[config.mk]
export PLATFORM = sky130hd
export DESIGN_NAME = chord_sequence_key_decoder_unit
export DESIGN_NICKNAME = d
export VERILOG_FILES = /design/src/rtl/csk_pkg.sv /design/src/rtl/chord_sequence_key_decoder_unit.sv
export SDC_FILE = /design/constraint.sdc
export NUM_CORES = 1
export LEC_CHECK = 0
export BUFFER_PORTS_ARGS = -buffer_cell sky130_fd_sc_hd__buf_2
export CAP_MARGIN = 20
export CORE_AREA = 4 4 153 155
export CTS_CLUSTER_DIAMETER = 100
export DETAILED_ROUTE_END_ITERATION = 8
export DIE_AREA = 0 0 157 159
export GPL_ROUTABILITY_DRIVEN = 0
export PLACE_DENSITY_LB_ADDON = 0.1
export SETUP_SLACK_MARGIN = 0.4
export SLEW_MARGIN = 20
export SYNTH_ARGS = -nofsm -noshare
export SYNTH_HDL_FRONTEND = slang
export SYNTH_SLANG_ARGS = --single-unit
export TNS_END_PERCENT = 10
[constraint.sdc]
create_clock -name i_clk -period 3.4 [get_ports i_clk]
set_input_delay 0.17 -clock i_clk [delete_from_list [all_inputs] [get_ports i_clk]]
set_output_delay 0.17 -clock i_clk [all_outputs]
set_load 0.05 [all_outputs]
[src/rtl/csk_pkg.sv]
// package: shared types, codes and the chord sequence table for the chord key decoder
package csk_pkg;

    // configuration register indexes
    localparam logic REG_CHORD_TIMEOUT    = 1'b0;
    localparam logic REG_MODIFIER_TIMEOUT = 1'b1;

    // register reset values
    localparam logic [15:0] CHORD_TIMEOUT_RST    = 16'd500;
    localparam logic [15:0] MODIFIER_TIMEOUT_RST = 16'd1000;

    // input opcodes
    localparam logic OP_SAMPLE = 1'b0;
    localparam logic OP_TICK   = 1'b1;

    // chord that arms shift when it leads a sequence
    localparam logic [2:0] CHORD_ALL = 3'b111;

    // result event codes
    localparam logic [2:0] EV_NONE     = 3'd0;
    localparam logic [2:0] EV_CHORD    = 3'd1;
    localparam logic [2:0] EV_KEY      = 3'd2;
    localparam logic [2:0] EV_DEAD     = 3'd3;
    localparam logic [2:0] EV_TIMEOUT  = 3'd4;
    localparam logic [2:0] EV_MODIFIER = 3'd5;
    localparam logic [2:0] EV_TOGGLE   = 3'd6;

    // table actions beyond the key codes
    localparam logic [6:0] ACT_NONE  = 7'd0;
    localparam logic [6:0] ACT_DEAD  = 7'd80;
    localparam logic [6:0] ACT_CTRL  = 7'd81;
    localparam logic [6:0] ACT_META  = 7'd82;
    localparam logic [6:0] ACT_ALT   = 7'd83;
    localparam logic [6:0] ACT_TECHO = 7'd84;
    localparam logic [6:0] ACT_TEMIT = 7'd85;

    // special key codes
    localparam logic [6:0] CODE_NONE      = 7'd0;
    localparam logic [6:0] CODE_CAPS      = 7'd73;
    localparam logic [6:0] CODE_LONE_META = 7'd74;

    // input transaction
    typedef struct packed {
        logic       opcode;
        logic [2:0] key_lines;
    } t_in_item;

    // result transaction
    typedef struct packed {
        logic [2:0] event_res;
        logic [6:0] key_code;
        logic       with_ctrl;
        logic       with_shift;
        logic       with_alt;
        logic       with_meta;
        logic [2:0] finished_chord;
        logic       echo_mode;
        logic [2:0] lamp_chord;
    } t_out_item;

    // sequence to action map, one octal digit per chord, oldest first
    function automatic logic [6:0] seq_action(input logic [14:0] seq);
        logic [6:0] act;
        case (seq)
            15'o44: act = 7'd1;   15'o42: act = 7'd2;   15'o41: act = 7'd3;
            15'o46: act = 7'd4;   15'o43: act = 7'd5;   15'o45: act = 7'd6;
            15'o47: act = 7'd7;
            15'o24: act = 7'd8;   15'o22: act = 7'd9;   15'o21: act = 7'd10;
            15'o26: act = 7'd11;  15'o23: act = 7'd12;  15'o25: act = 7'd13;
            15'o27: act = 7'd14;
            15'o14: act = 7'd15;  15'o12: act = 7'd16;  15'o11: act = 7'd17;
            15'o16: act = 7'd18;  15'o13: act = 7'd19;  15'o15: act = 7'd20;
            15'o17: act = 7'd21;
            15'o54: act = 7'd22;  15'o52: act = 7'd23;  15'o51: act = 7'd24;
            15'o56: act = 7'd25;  15'o53: act = 7'd26;  15'o55: act = 7'd27;
            15'o57: act = 7'd28;
            15'o64: act = 7'd29;  15'o62: act = 7'd30;  15'o61: act = 7'd31;
            15'o66: act = 7'd32;  15'o63: act = 7'd33;  15'o65: act = 7'd34;
            15'o67: act = 7'd35;
            15'o34: act = 7'd36;  15'o32: act = 7'd37;  15'o31: act = 7'd38;
            15'o36: act = 7'd39;  15'o33: act = 7'd40;
            15'o354: act = 7'd41; 15'o352: act = 7'd42; 15'o351: act = 7'd43;
            15'o356: act = 7'd44; 15'o353: act = 7'd45; 15'o355: act = 7'd46;
            15'o357: act = 7'd47;
            15'o374: act = 7'd48; 15'o372: act = 7'd49; 15'o376: act = 7'd50;
            15'o373: act = 7'd51;
            15'o3774: act = 7'd52; 15'o3771: act = 7'd53; 15'o3776: act = 7'd54;
            15'o3773: act = 7'd55; 15'o3772: act = 7'd56; 15'o3775: act = 7'd57;
            15'o3754: act = 7'd58; 15'o3756: act = 7'd59; 15'o3753: act = 7'd60;
            15'o37144: act = 7'd61; 15'o37142: act = 7'd62; 15'o37141: act = 7'd63;
            15'o37146: act = 7'd64; 15'o37143: act = 7'd65; 15'o37145: act = 7'd66;
            15'o37147: act = 7'd67;
            15'o37114: act = 7'd68; 15'o37112: act = 7'd69; 15'o37111: act = 7'd70;
            15'o37116: act = 7'd71; 15'o37113: act = 7'd72;
            15'o3712, 15'o3716, 15'o3713, 15'o3715, 15'o3717: act = ACT_DEAD;
            15'o3777, 15'o3752, 15'o3751, 15'o3755, 15'o3757: act = ACT_DEAD;
            15'o37115, 15'o37117: act = ACT_DEAD;
            15'o74: act = ACT_CTRL;
            15'o72: act = ACT_META;
            15'o71: act = ACT_ALT;
            15'o76, 15'o73: act = ACT_DEAD;
            15'o77: act = CODE_CAPS;
            15'o754, 15'o752, 15'o751, 15'o755, 15'o757: act = ACT_DEAD;
            15'o756: act = ACT_TECHO;
            15'o753: act = ACT_TEMIT;
            default: act = ACT_NONE;
        endcase
        return act;
    endfunction

endpackage

[src/rtl/chord_sequence_key_decoder_unit.sv]
// top level: three-button chord keyboard decoder with timeouts and apb configuration
//
// Each input transaction is either a key sample (opcode 0) or a one millisecond tick
// (opcode 1) and yields exactly one result transaction. Samples are ORed into a held
// chord that completes when all buttons read released; completed chords build a
// sequence of up to five chords that a fixed table maps to keys, modifiers, dead ends
// or mode toggles. The decode is a single table lookup between the state registers and
// the result register: one transaction is accepted per cycle and its result appears in
// the output register on the next cycle. The output register only blocks new input
// while it holds a result that the sink has not taken. Register 0 (byte address 0)
// holds the chord timeout in ticks, register 1 (byte address 4) the modifier timeout;
// write them only while the block is idle.
module chord_sequence_key_decoder_unit (
    input  logic               i_clk,
    input  logic               i_rst_n,
    // input channel
    input  logic               i_in_valid,
    output logic               o_in_ready,
    input  csk_pkg::t_in_item  i_in_data,
    // result channel
    output logic               o_out_valid,
    input  logic               i_out_ready,
    output csk_pkg::t_out_item o_out_data,
    // configuration port
    input  logic               psel,
    input  logic               penable,
    input  logic               pwrite,
    input  logic [2:0]         paddr,
    input  logic [31:0]        pwdata,
    output logic [31:0]        prdata,
    output logic               pready
);
    import csk_pkg::*;

    // configuration registers
    logic [15:0] r_chord_timeout;
    logic [15:0] r_modifier_timeout;

    // decoder state
    logic [2:0]  r_held;
    logic [14:0] r_seq;
    logic        r_shift, r_ctrl, r_alt, r_meta;
    logic        r_timer_run;
    logic [15:0] r_ticks;
    logic        r_echo, r_emit;

    logic [2:0]  n_held;
    logic [14:0] n_seq;
    logic        n_shift, n_ctrl, n_alt, n_meta;
    logic        n_timer_run;
    logic [15:0] n_ticks;
    logic        n_echo, n_emit;

    // result register
    logic        r_out_valid;
    t_out_item   r_out_data;
    t_out_item   n_out_data;

    // decode intermediates
    logic        accept;
    logic        cfg_write;
    logic [2:0]  held_or;
    logic [2:0]  chord;
    logic        chord_done;
    logic        arm_shift;
    logic [14:0] seq_shifted;
    logic [6:0]  act;

    // apb access
    assign pready    = 1'b1;
    assign cfg_write = psel && penable && pwrite;
    assign prdata    = (paddr[2] == REG_MODIFIER_TIMEOUT) ? {16'd0, r_modifier_timeout}
                                                          : {16'd0, r_chord_timeout};

    always_ff @(posedge i_clk) begin
        if (!i_rst_n) begin
            r_chord_timeout    <= CHORD_TIMEOUT_RST;
            r_modifier_timeout <= MODIFIER_TIMEOUT_RST;
        end else if (cfg_write) begin
            if (paddr[2] == REG_MODIFIER_TIMEOUT) begin
                r_modifier_timeout <= pwdata[15:0];
            end else begin
                r_chord_timeout <= pwdata[15:0];
            end
        end
    end

    // handshake: take input whenever the result register is free or draining
    assign o_in_ready  = !r_out_valid || i_out_ready;
    assign accept      = i_in_valid && o_in_ready;
    assign o_out_valid = r_out_valid;
    assign o_out_data  = r_out_data;

    // chord completion and sequence lookup
    assign held_or     = r_held | i_in_data.key_lines;
    assign chord       = held_or;
    assign chord_done  = (i_in_data.opcode == OP_SAMPLE) && (i_in_data.key_lines == 3'd0)
                         && (held_or != 3'd0);
    assign arm_shift   = (r_seq == 15'd0) && !r_shift && (chord == CHORD_ALL);
    assign seq_shifted = arm_shift ? r_seq : {r_seq[11:0], chord};
    assign act         = seq_action(seq_shifted);

    // next state and result
    always_comb begin
        n_held      = r_held;
        n_seq       = r_seq;
        n_shift     = r_shift;
        n_ctrl      = r_ctrl;
        n_alt       = r_alt;
        n_meta      = r_meta;
        n_timer_run = r_timer_run;
        n_ticks     = r_ticks;
        n_echo      = r_echo;
        n_emit      = r_emit;

        n_out_data                = '0;
        n_out_data.event_res      = EV_NONE;
        n_out_data.key_code       = CODE_NONE;

        if (i_in_data.opcode == OP_TICK) begin
            // timer countdown and expiry
            if (r_timer_run) begin
                if (r_held == 3'd0 && r_ticks == 16'd0) begin
                    if (r_meta) begin
                        n_out_data.key_code = CODE_LONE_META;
                    end
                    n_out_data.event_res = EV_TIMEOUT;
                    n_shift     = 1'b0;
                    n_ctrl      = 1'b0;
                    n_alt       = 1'b0;
                    n_meta      = 1'b0;
                    n_seq       = '0;
                    n_timer_run = 1'b0;
                    n_ticks     = '0;
                end else if (r_ticks != 16'd0) begin
                    n_ticks = r_ticks - 16'd1;
                end
            end
        end else begin
            n_held = held_or;
            if (chord_done) begin
                n_out_data.finished_chord = chord;
                n_held = 3'd0;
                if (arm_shift) begin
                    n_shift = 1'b1;
                end
                n_seq = seq_shifted;
                case (act)
                    ACT_NONE: begin
                        n_out_data.event_res = EV_CHORD;
                        n_timer_run = 1'b1;
                        n_ticks     = r_chord_timeout;
                    end
                    ACT_CTRL, ACT_META, ACT_ALT: begin
                        if (act == ACT_CTRL) begin
                            n_ctrl = 1'b1;
                        end else if (act == ACT_META) begin
                            n_meta = 1'b1;
                        end else begin
                            n_alt = 1'b1;
                        end
                        n_shift     = 1'b0;
                        n_seq       = '0;
                        n_timer_run = 1'b1;
                        n_ticks     = r_modifier_timeout;
                        n_out_data.event_res = EV_MODIFIER;
                    end
                    ACT_TECHO, ACT_TEMIT, ACT_DEAD: begin
                        if (act == ACT_TECHO) begin
                            n_echo = !r_echo;
                        end else if (act == ACT_TEMIT) begin
                            n_emit = !r_emit;
                        end
                        n_out_data.event_res = (act == ACT_DEAD) ? EV_DEAD : EV_TOGGLE;
                        n_shift     = 1'b0;
                        n_ctrl      = 1'b0;
                        n_alt       = 1'b0;
                        n_meta      = 1'b0;
                        n_seq       = '0;
                        n_timer_run = 1'b0;
                        n_ticks     = '0;
                    end
                    default: begin
                        // key finished, caps lock drops shift first
                        if (r_emit) begin
                            n_out_data.key_code   = act;
                            n_out_data.with_ctrl  = r_ctrl;
                            n_out_data.with_shift = (act == CODE_CAPS) ? 1'b0
                                                                       : (r_shift || arm_shift);
                            n_out_data.with_alt   = r_alt;
                            n_out_data.with_meta  = r_meta;
                        end
                        n_out_data.event_res = EV_KEY;
                        n_shift     = 1'b0;
                        n_ctrl      = 1'b0;
                        n_alt       = 1'b0;
                        n_meta      = 1'b0;
                        n_seq       = '0;
                        n_timer_run = 1'b0;
                        n_ticks     = '0;
                    end
                endcase
            end
        end

        // status fields after this transaction
        n_out_data.echo_mode  = n_echo;
        n_out_data.lamp_chord = (n_held != 3'd0) ? n_held : n_seq[2:0];
    end

    // state registers
    always_ff @(posedge i_clk) begin
        if (!i_rst_n) begin
            r_held      <= '0;
            r_seq       <= '0;
            r_shift     <= 1'b0;
            r_ctrl      <= 1'b0;
            r_alt       <= 1'b0;
            r_meta      <= 1'b0;
            r_timer_run <= 1'b0;
            r_ticks     <= '0;
            r_echo      <= 1'b0;
            r_emit      <= 1'b1;
        end else if (accept) begin
            r_held      <= n_held;
            r_seq       <= n_seq;
            r_shift     <= n_shift;
            r_ctrl      <= n_ctrl;
            r_alt       <= n_alt;
            r_meta      <= n_meta;
            r_timer_run <= n_timer_run;
            r_ticks     <= n_ticks;
            r_echo      <= n_echo;
            r_emit      <= n_emit;
        end
    end

    // result register valid
    always_ff @(posedge i_clk) begin
        if (!i_rst_n) begin
            r_out_valid <= 1'b0;
        end else if (accept) begin
            r_out_valid <= 1'b1;
        end else if (i_out_ready) begin
            r_out_valid <= 1'b0;
        end
    end

    // result register payload
    always_ff @(posedge i_clk) begin
        if (accept) begin
            r_out_data <= n_out_data;
        end
    end

endmodule

After elaboration in Yosys (flattened, before gate mapping)
Index checks and enable logic that the tools add are counted.
{"block": "totals", "regBits": 95}
{"block": "op_classes", "bitwise": 6, "mux": 58, "n_eq_ne": 114, "reduce_logical": 42, "n_addsub": 1}
{"operator": "7-bit case mux with 79 select lines", "count": 1}
{"operator": "15-bit by 6-bit == test with 1-bit output (second input constant)", "count": 27}
{"operator": "15-bit by 11-bit == test with 1-bit output (second input constant)", "count": 19}
{"operator": "15-bit by 14-bit == test with 1-bit output (second input constant)", "count": 14}
{"operator": "15-bit by 5-bit == test with 1-bit output (second input constant)", "count": 12}
{"operator": "15-bit by 8-bit == test with 1-bit output (second input constant)", "count": 11}
{"operator": "15-bit by 4-bit == test with 1-bit output (second input constant)", "count": 7}
{"operator": "15-bit by 9-bit == test with 1-bit output (second input constant)", "count": 7}
{"operator": "16-bit 2-to-1 mux", "count": 6}
{"operator": "15-bit 2-to-1 mux", "count": 6}
{"operator": "7-bit == test (second input constant)", "count": 7}
{"operator": "16-bit case mux with 2 select lines", "count": 1}
{"operator": "10-bit 2-to-1 mux", "count": 3}
{"operator": "1-bit 2-to-1 mux", "count": 29}
{"operator": "11-bit 2-to-1 mux", "count": 2}
{"operator": "19-bit OR reduction", "count": 1}
{"operator": "17-bit 2-to-1 mux", "count": 1}
{"operator": "16-bit zero test", "count": 1}
{"operator": "16-bit nonzero test", "count": 1}
{"operator": "16-bit by 1-bit subtractor with 16-bit output (second input constant)", "count": 1}
{"operator": "15-bit zero test", "count": 1}
{"operator": "3-bit != test (second input constant)", "count": 5}
{"operator": "7-bit AND reduction", "count": 2}
{"operator": "3-bit 2-to-1 mux", "count": 4}
{"operator": "other kinds (26)", "count": 52}

Logic depth before layout (Yosys ltp)
Gate-level depths: netlist (run 1).
{"block": "logic_depth", "ltp_word": 13, "depth_mapped": 13, "ltp_nobuf": 9}

Worst setup path before layout (run 1)
OpenSTA, ideal clock, no wires.
{"block": "synth_timing", "kind": "register to register", "startpoint": "reg r_held[2]", "endpoint": "reg r_out_data, in the netlist o_out_data[13] (data pin)", "n_path_buf": 2, "period_less_slack_ps": 2827, "arrival_ps": 2564, "path_slack_ps": 573, "path_stages_with_launch": 11, "setup_time_ps": 263, "cell_sequence": "dfxtp_1 buf_4 nor2_2 buf_2 xnor2_1 o21a_1 o2111ai_1 or4_4 o31a_1 nand4_1 nor2_1"}
{"block": "synth_via", "elab_chain_len": 12}
{"element": "start: declaration", "line_no": "chord_sequence_key_decoder_unit.sv:40", "rtl": "logic [2:0] r_held;"}
{"element": "start signal: assignment", "line_no": "chord_sequence_key_decoder_unit.sv:225", "rtl": "r_held <= n_held;"}
{"element": "3-bit OR", "line_no": "chord_sequence_key_decoder_unit.sv:95", "rtl": "assign held_or = r_held | i_in_data.key_lines;"}
{"element": "3-bit == test", "line_no": "chord_sequence_key_decoder_unit.sv:99", "rtl": "assign arm_shift = (r_seq == 15'd0) && !r_shift && (chord == CHORD_ALL);"}
{"element": "1-bit logical AND", "line_no": "chord_sequence_key_decoder_unit.sv:99"}
{"element": "15-bit 2-to-1 mux", "line_no": "chord_sequence_key_decoder_unit.sv:100", "rtl": "assign seq_shifted = arm_shift ? r_seq : {r_seq[11:0], chord};"}
{"element": "15-bit by 9-bit == test with 1-bit output (tied with other cells)", "line_no": "csk_pkg.sv:64", "rtl": "case (seq)"}
{"element": "19-bit OR reduction (no source line)"}
{"element": "7-bit case mux with 79 select lines", "line_no": "csk_pkg.sv:64"}
{"element": "7-bit == test or 7-bit zero test (tied branches)", "line_no": "chord_sequence_key_decoder_unit.sv:148", "rtl": "case (act)"}
{"element": "7-bit OR reduction (no source line)"}
{"element": "11-bit 2-to-1 mux", "line_no": "chord_sequence_key_decoder_unit.sv:148"}
{"element": "17-bit 2-to-1 mux", "line_no": "chord_sequence_key_decoder_unit.sv:141", "rtl": "if (chord_done) begin"}
{"element": "10-bit 2-to-1 mux (*)", "line_no": "chord_sequence_key_decoder_unit.sv:120", "rtl": "if (i_in_data.opcode == OP_TICK) begin"}
{"element": "end signal: assignment", "line_no": "chord_sequence_key_decoder_unit.sv:252", "rtl": "r_out_data <= n_out_data;"}
{"element": "end: declaration", "line_no": "chord_sequence_key_decoder_unit.sv:56", "rtl": "t_out_item r_out_data;"}
Every way passes the cells marked *; elsewhere a longest branch is shown, timed or not.
A chain may end at the register's enable or synchronous reset.

==> results of run 1 <==
routing by layer:
layer	track usage [%]	vias up	wire length, um
met5	0	-	0
met4	7.337	0	772
met1	25.30	3277	10750
met2	26.99	316	10480
li1	-	3174	-
met3	3.153	57	1579
synth_stat cells, types with 21 or more instances:
cell | number | area, sq um
nand2_1 | 109 | 409.1
dfxtp_1 | 74 | 1481
nor2_1 | 66 | 247.7
a21oi_1 | 56 | 280.3
nand3_1 | 42 | 210.2
o21ai_0 | 41 | 205.2
clkbuf_1 | 28 | 105.1
buf_4 | 27 | 202.7
nor3_1 | 25 | 125.1
buf_2 | 23 | 115.1
edfxtp_1 | 21 | 630.6
nand4_1 | 21 | 131.4
through the flow:
| stage | setup WS [ns] | utilization [%] | power [mW] | cell area, sq um |
|---|---|---|---|---|
| finish | 0.3603 | 37.27 | 2.837 | 8134 |
| global route | 0.3282 | 37.27 | 2.940 | 8134 |
| CTS | 0.3833 | 36.13 | 2.834 | 7885 |
| detailed placement | 0.03948 | 33.00 | 1.737 | 7201 |
| global placement | 0.1247 | 32.98 | 1.736 | 7198 |
| floorplan | 0.5725 | - | 1.601 | 6367 |
registers in the layout, indices dropped and copies added, names as in the netlist, 3 cells and up:
name                flops
r_modifier_timeout     16
r_ticks                16
o_out_data             21
r_chord_timeout        16
r_seq                  15
r_held                  3
where the power goes:
group          internal (mW)  switching (mW)  leakage [nW]
Clock                  0.560           0.524         0.151
Sequential              1.17          0.0193         0.822
Combinational          0.173           0.386          2.20
what timing repair did:
item,4_1_cts,5_1_grt
cloned,1,1
endpoints found under the setup margin,53,50
setup buffers,28,10
pin swaps,11,15
gates resized for setup,40,35
kinds of logic after synthesis:
kind of cell	count (synthesis)
buffers and inverters	101
xor gates and xnor gates	9
DFF	95
muxes	16
other	2
AOI/OAI and AO/OA	229
and+or+nand+nor	338
adders and majority gates	1
worst paths after layout:
| check | startpoint | end | slack (ns) | depth (start not counted) |
|---|---|---|---|---|
| worst max-delay path | r_seq[9] | o_out_data[20] | 0.36 | 12 |
| worst min-delay path | pwdata[3] | r_modifier_timeout[3] | 0.03 | 3 |
| worst max register to register | r_seq[9] | o_out_data[20] | 0.36 | 12 |
| worst min register to register | r_modifier_timeout[11] | r_modifier_timeout[11] | 0.47 | 2 |
cells in the final DEF, fill, tap and decap left out, types with 14 or more instances in the layout:
cell and n:
nand4_1 21, a32oi_1 14, nor2_1 63, buf_2 67
o21ai_0 41, a21oi_1 56, buf_4 101, inv_1 18
dfxtp_1 60, nor3_1 25, nand3_1 41, conb_1 17
mux2_2 16, nand2_1 109, edfxtp_1 21
worst reg2reg max path, delay by kind of cell (launching register included):
| family | cells | cell delay, ns |
|---|---|---|
| AND/OR/NAND/NOR | 4 | 1.22 |
| buffers and inverters | 4 | 0.53 |
| AO/OA/AOI/OAI | 4 | 0.66 |
| flip-flops | 1 | 0.36 |
final cells by class:
type / instances / area, sq um
fill: 2279 / 13690
multi-input combinational: 610 / 3934
sequential: 95 / 2152
timing repair buffer: 183 / 1319
tap: 280 / 350.3
clock buffer: 10 / 250.2
inverter: 18 / 67.56
clock inverter: 6 / 61.31
==> flow_metrics.py, run 1 <==
metrics = {
    "setup_path": {
        "path_buf_inv": 4,
        "path_delay_family": "simple AND/OR/NAND/NOR gates",
        "path_common_cell": "buf_6",
        "crit_required_ns": 3.50,
        "path_class": "flip-flop to flip-flop",
        "startpoint_type": "flip-flop",
        "slowest_stage": "nor3_1",
        "slowest_delay_ns": 0.52,
        "crit_path_max_fanout": 7,
        "critical_path_arrival_ns": 3.14,
        "cp_cell_sequence": "nor4_4, buf_6, buf_12, buf_4, nand4_1, nor3_1, a2111oi_2, o211ai_1, a2111o_1, buf_6, nor4bb_2, o21ai_1",
        "crit_path_end_kind": "flip-flop",
    },
    "detailed_routing": {
        "drtAntennaViolNets": 0,
        "viasPerCell": 5.677,
        "first_iter_violations": 653,
        "drc": 0,
        "vias": 6824,
        "drtPass1Iterations": 5,
        "wl_per_cell_um": 19.62,
        "drt-total-wl_um": 23590,
    },
    "finish": {
        "drive_gt1_share_pct": 31.56,
        "n_antenna_cell": 0,
        "fin_cells": 1202,
        "synthToLayoutAreaGrowth_pct": 28.89,
        "nets": 964,
    },
    "power_and_ir_drop": {
        "power_density_nw_per_um2": 348.8,
        "p_leak_nw": 3.171,
        "ir_worst_vdd_v": 0.0002287,
    },
    "global_routing": {
        "track_usage_pct": 17.94,
        "antenna_found_initial": 0,
        "grt_max_degree": 41,
        "grt_pass1_wl_um": 36040,
        "grt-ovfl-total": 0,
        "grt_pass1_vias": 6546,
    },
    "synthesis": {
        "syn_area_per_cell_sq_um": 7.979,
        "ys_seq_area_share_pct": 33.47,
        "synth-xor-area-share_pct": 1.249,
        "synth_top_family_by_area": "simple AND/OR/NAND/NOR gates",
        "synth_compound_area_share_pct": 25.69,
        "yosys.area_share.simple_pct": 27.97,
        "ys_types": 84,
        "ys_warn_count": 0,
        "ys_seq_elements": 95,
        "ys.flop_type": "dfxtp_1",
        "postSynth.asyncResetShare_pct": 0,
        "synth.cell_area_sq_um": 6311,
        "syn_inst": 791,
        "synth_fa_ha_area_share_pct": 0.1983,
        "synth-edff-count": 21,
        "synth.area.mux_share_pct": 2.855,
    },
    "floorplanning": {
        "dieArea_sq_um": 24960,
        "die_w_um": 157,
        "placementRows": 54,
        "io_pins": 102,
        "die_y_um": 159,
        "core_sq_um": 21820,
        "start_util_pct": 28.92,
    },
    "status": {
        "outcome": "completed",
    },
    "clock_network": {
        "cts.reportedPaths.clkPinSlew_ns": 0.08,
        "postCtsHoldBufs": 0,
        "tritoncts": "built",
        "cts_max_path_buffers": 2,
        "clock-root-buffer": "clkbuf_16",
        "htreeDepth": 3,
        "clkLatencyLatePin_ns": 0.37,
        "numCtsBuffers": 9,
        "clock_sink_count": 95,
    },
    "sta": {
        "finalSetupTns_ns": 0,
        "rsz0062_at_grt": "true",
        "hold_slack_ns": 0.03383,
        "fin_crit_sh_pct": 89.40,
        "hold_viol": 0,
        "setup_violations": 0,
        "fmax_mhz": 329.0,
        "clock_skew_ns": 0.01537,
        "report.final.slew_viol_count": 0,
        "min_period_ns": 3.040,
        "maxSlewHeadroom_pct": 31.45,
        "worst_pin_slew_ns": 1.027,
    },
    "placement": {
        "dpl.cell_count": 1146,
        "hpwl_um": 16890,
        "io_buffers": 66,
    },
    "min_path": {
        "hp-class": "input port to flip-flop",
    },
    "flow_run": {
        "max_cap_violations": 0,
    },
}
(Power assumes the default switching activity.)
==> run 2: changes to the inputs <==
PLACE_DENSITY = 0.44   (was not set)
PLACE_DENSITY_LB_ADDON = not set   (was 0.1)
==> run 2 against run 1 <==
  * Clock skew decreased by 0.0035 ns
  * Global-route usage grew 0.098 points
  * Highest routed layer is now met5
  * Hold slack better by 0.00097 ns
  * Core utilization fell by 0.48 points
  * Non-clock buffer count fell by 18
  * Wire length is 1.4% lower
  * Final cell count is 1.5% lower
  * Power is 1.7% higher
  * Register-to-register slack improved by 0.04 ns
  * Final area decreased by 1.3%
  * Sequential cell count unchanged
==> flow_metrics.py, run 2 (synthesis gave the netlist of run 1 again) <==
metrics = {
    "clock_network": {
        "cts_max_path_buffers": 2,
        "clock-root-buffer": "clkbuf_16",
        "numCtsBuffers": 9,
        "htreeDepth": 3,
        "tritoncts": "built",
        "postCtsHoldBufs": 0,
        "clkLatencyLatePin_ns": 0.35,
        "clock_sink_count": 95,
        "cts.reportedPaths.clkPinSlew_ns": 0.08,
    },
    "global_routing": {
        "grt_max_degree": 41,
        "grt-ovfl-total": 0,
        "antenna_found_initial": 1,
        "track_usage_pct": 18.04,
        "grt_pass1_wl_um": 36120,
        "grt_pass1_vias": 6314,
    },
    "setup_path": {
        "critPathLaunch": "r_held[2]",
        "crit_path_end_kind": "flip-flop",
        "slowest_delay_ns": 0.46,
        "path_common_cell": "buf_4",
        "r2r-start": "r_held[2]",
        "startpoint_type": "flip-flop",
        "path_class": "flip-flop to flip-flop",
        "slowest_stage": "or4_4",
        "crit_path_max_fanout": 7,
        "critical_path_arrival_ns": 3.29,
        "cp_cell_sequence": "buf_6, nor4_4, a211oi_2, a222oi_1, buf_4, nand4_1, or4_4, o31a_1, buf_4, a31oi_1, o221a_1",
        "crit_required_ns": 3.69,
        "reg2reg_depth": 11,
    },
    "floorplanning": {
        "die_w_um": 157,
        "start_util_pct": 28.92,
        "dieArea_sq_um": 24960,
        "placementRows": 54,
        "io_pins": 102,
        "die_y_um": 159,
        "core_sq_um": 21820,
    },
    "min_path": {
        "hp-class": "input port to flip-flop",
        "hp-start": "pwdata[9]",
        "whs_path_depth": 3,
    },
    "detailed_routing": {
        "viasPerCell": 5.600,
        "first_iter_violations": 572,
        "wl_per_cell_um": 19.65,
        "vias": 6630,
        "drtAntennaViolNets": 0,
        "drtPass1Iterations": 5,
        "drt-total-wl_um": 23270,
        "drc": 0,
    },
    "sta": {
        "fin_crit_sh_pct": 88.09,
        "hold_viol": 0,
        "setup_violations": 0,
        "report.final.slew_viol_count": 0,
        "clock_skew_ns": 0.01184,
        "worst_pin_slew_ns": 0.8870,
        "fmax_mhz": 333.9,
        "finalSetupTns_ns": 0,
        "rsz0062_at_grt": "true",
        "min_period_ns": 2.995,
        "maxSlewHeadroom_pct": 40.69,
    },
    "flow_run": {
        "max_cap_violations": 0,
    },
    "finish": {
        "final_common_cell": "nand2_1",
        "drive_gt1_share_pct": 29.31,
        "final_cell_mix": "109 x nand2_1, 83 x buf_4, 66 x buf_2",
        "fin_cells": 1184,
        "finish.utilization_pct": 36.80,
        "nets": 946,
        "largest_register_ffs": 21,
        "fillers": 2296,
        "synthToLayoutAreaGrowth_pct": 27.24,
        "n_antenna_cell": 0,
    },
    "power_and_ir_drop": {
        "ir_worst_vdd_v": 0.0002248,
        "power_density_nw_per_um2": 359.3,
        "p_leak_nw": 3.110,
    },
    "placement": {
        "io_buffers": 66,
        "dpl.cell_count": 1145,
        "hpwl_um": 16790,
    },
    "status": {
        "outcome": "completed",
    },
}
run 2: cell count changes in the layout (fill, tap and decap cells not counted), sizes merged:
| cell | previous run | this run |
|---|---|---|
| buf | 182 | 162 |
| clkinv | 2 | 1 |
| clkbuf | 10 | 13 |
| clkinvlp | 1 | 0 |
| bufinv | 0 | 1 |
| bufbuf | 1 | 0 |
| inv | 21 | 22 |
run 2: final cells by class:
type	count	area, sq um	share of cell area (%)
multi-input cells	610	3906	48.64
flip-flops and latches	95	2150	26.77
repair buffers	165	1227	15.29
well taps	280	350.3	4.363
clock buffers	10	250.2	3.116
clock inverters	6	78.83	0.9816
inverters	18	67.56	0.8414
run 2: worst max-delay path, delay by kind of cell (launching register included):
family | cells | cell delay, ns
buffers and inverters | 3 | 0.48
and+or+nand+nor | 3 | 0.83
AOI/OAI and AO/OA | 5 | 1.26
DFF | 1 | 0.38
run 2: metal layers:
| metal | track usage (%) | share of wire, % |
|---|---|---|
| met1 | 26.23 | 47 |
| met2 | 26.37 | 43 |
| met3 | 3.996 | 7.0 |
| met4 | 5.878 | 3.0 |
| met5 | 0 | 0.060 |
run 2: power by group:
group          leakage (nW)  total, mW  internal (mW)  switching [mW]
combinational          2.13      0.559          0.175           0.384
sequential            0.821       1.20           1.18          0.0219
clock                 0.163       1.13          0.633           0.495
run 2: path summary, 6_finish.rpt:
path / endpoint / slack [ns]
hold / removal: r_modifier_timeout[9] / 0.03
hold reg to reg: r_seq[14] / 0.46
setup / recovery: r_timer_run / 0.40
setup reg to reg: r_timer_run / 0.40
run 2: repair_timing:
action / 4_1_cts / 5_1_grt
gates cloned: 0 / 3
setup endpoints to repair: 35 / 52
gates resized for setup: 7 / 57
pin swaps: 2 / 17
buffers inserted: 4 / 16
run 2: through the flow:
step                instance area [sq um]  hold slack (ns)  total power, mW  setup slack (ns)
floorplan                            6367           0.2940            1.601            0.5725
global placement                     7221           0.3988            1.745            0.2513
detailed placement                   7221           0.4080            1.741            0.2931
CTS                                  7595          0.02381            2.878            0.3810
global route                         8030          0.03106            3.004            0.2809
finish                               8030          0.03479            2.885            0.4048
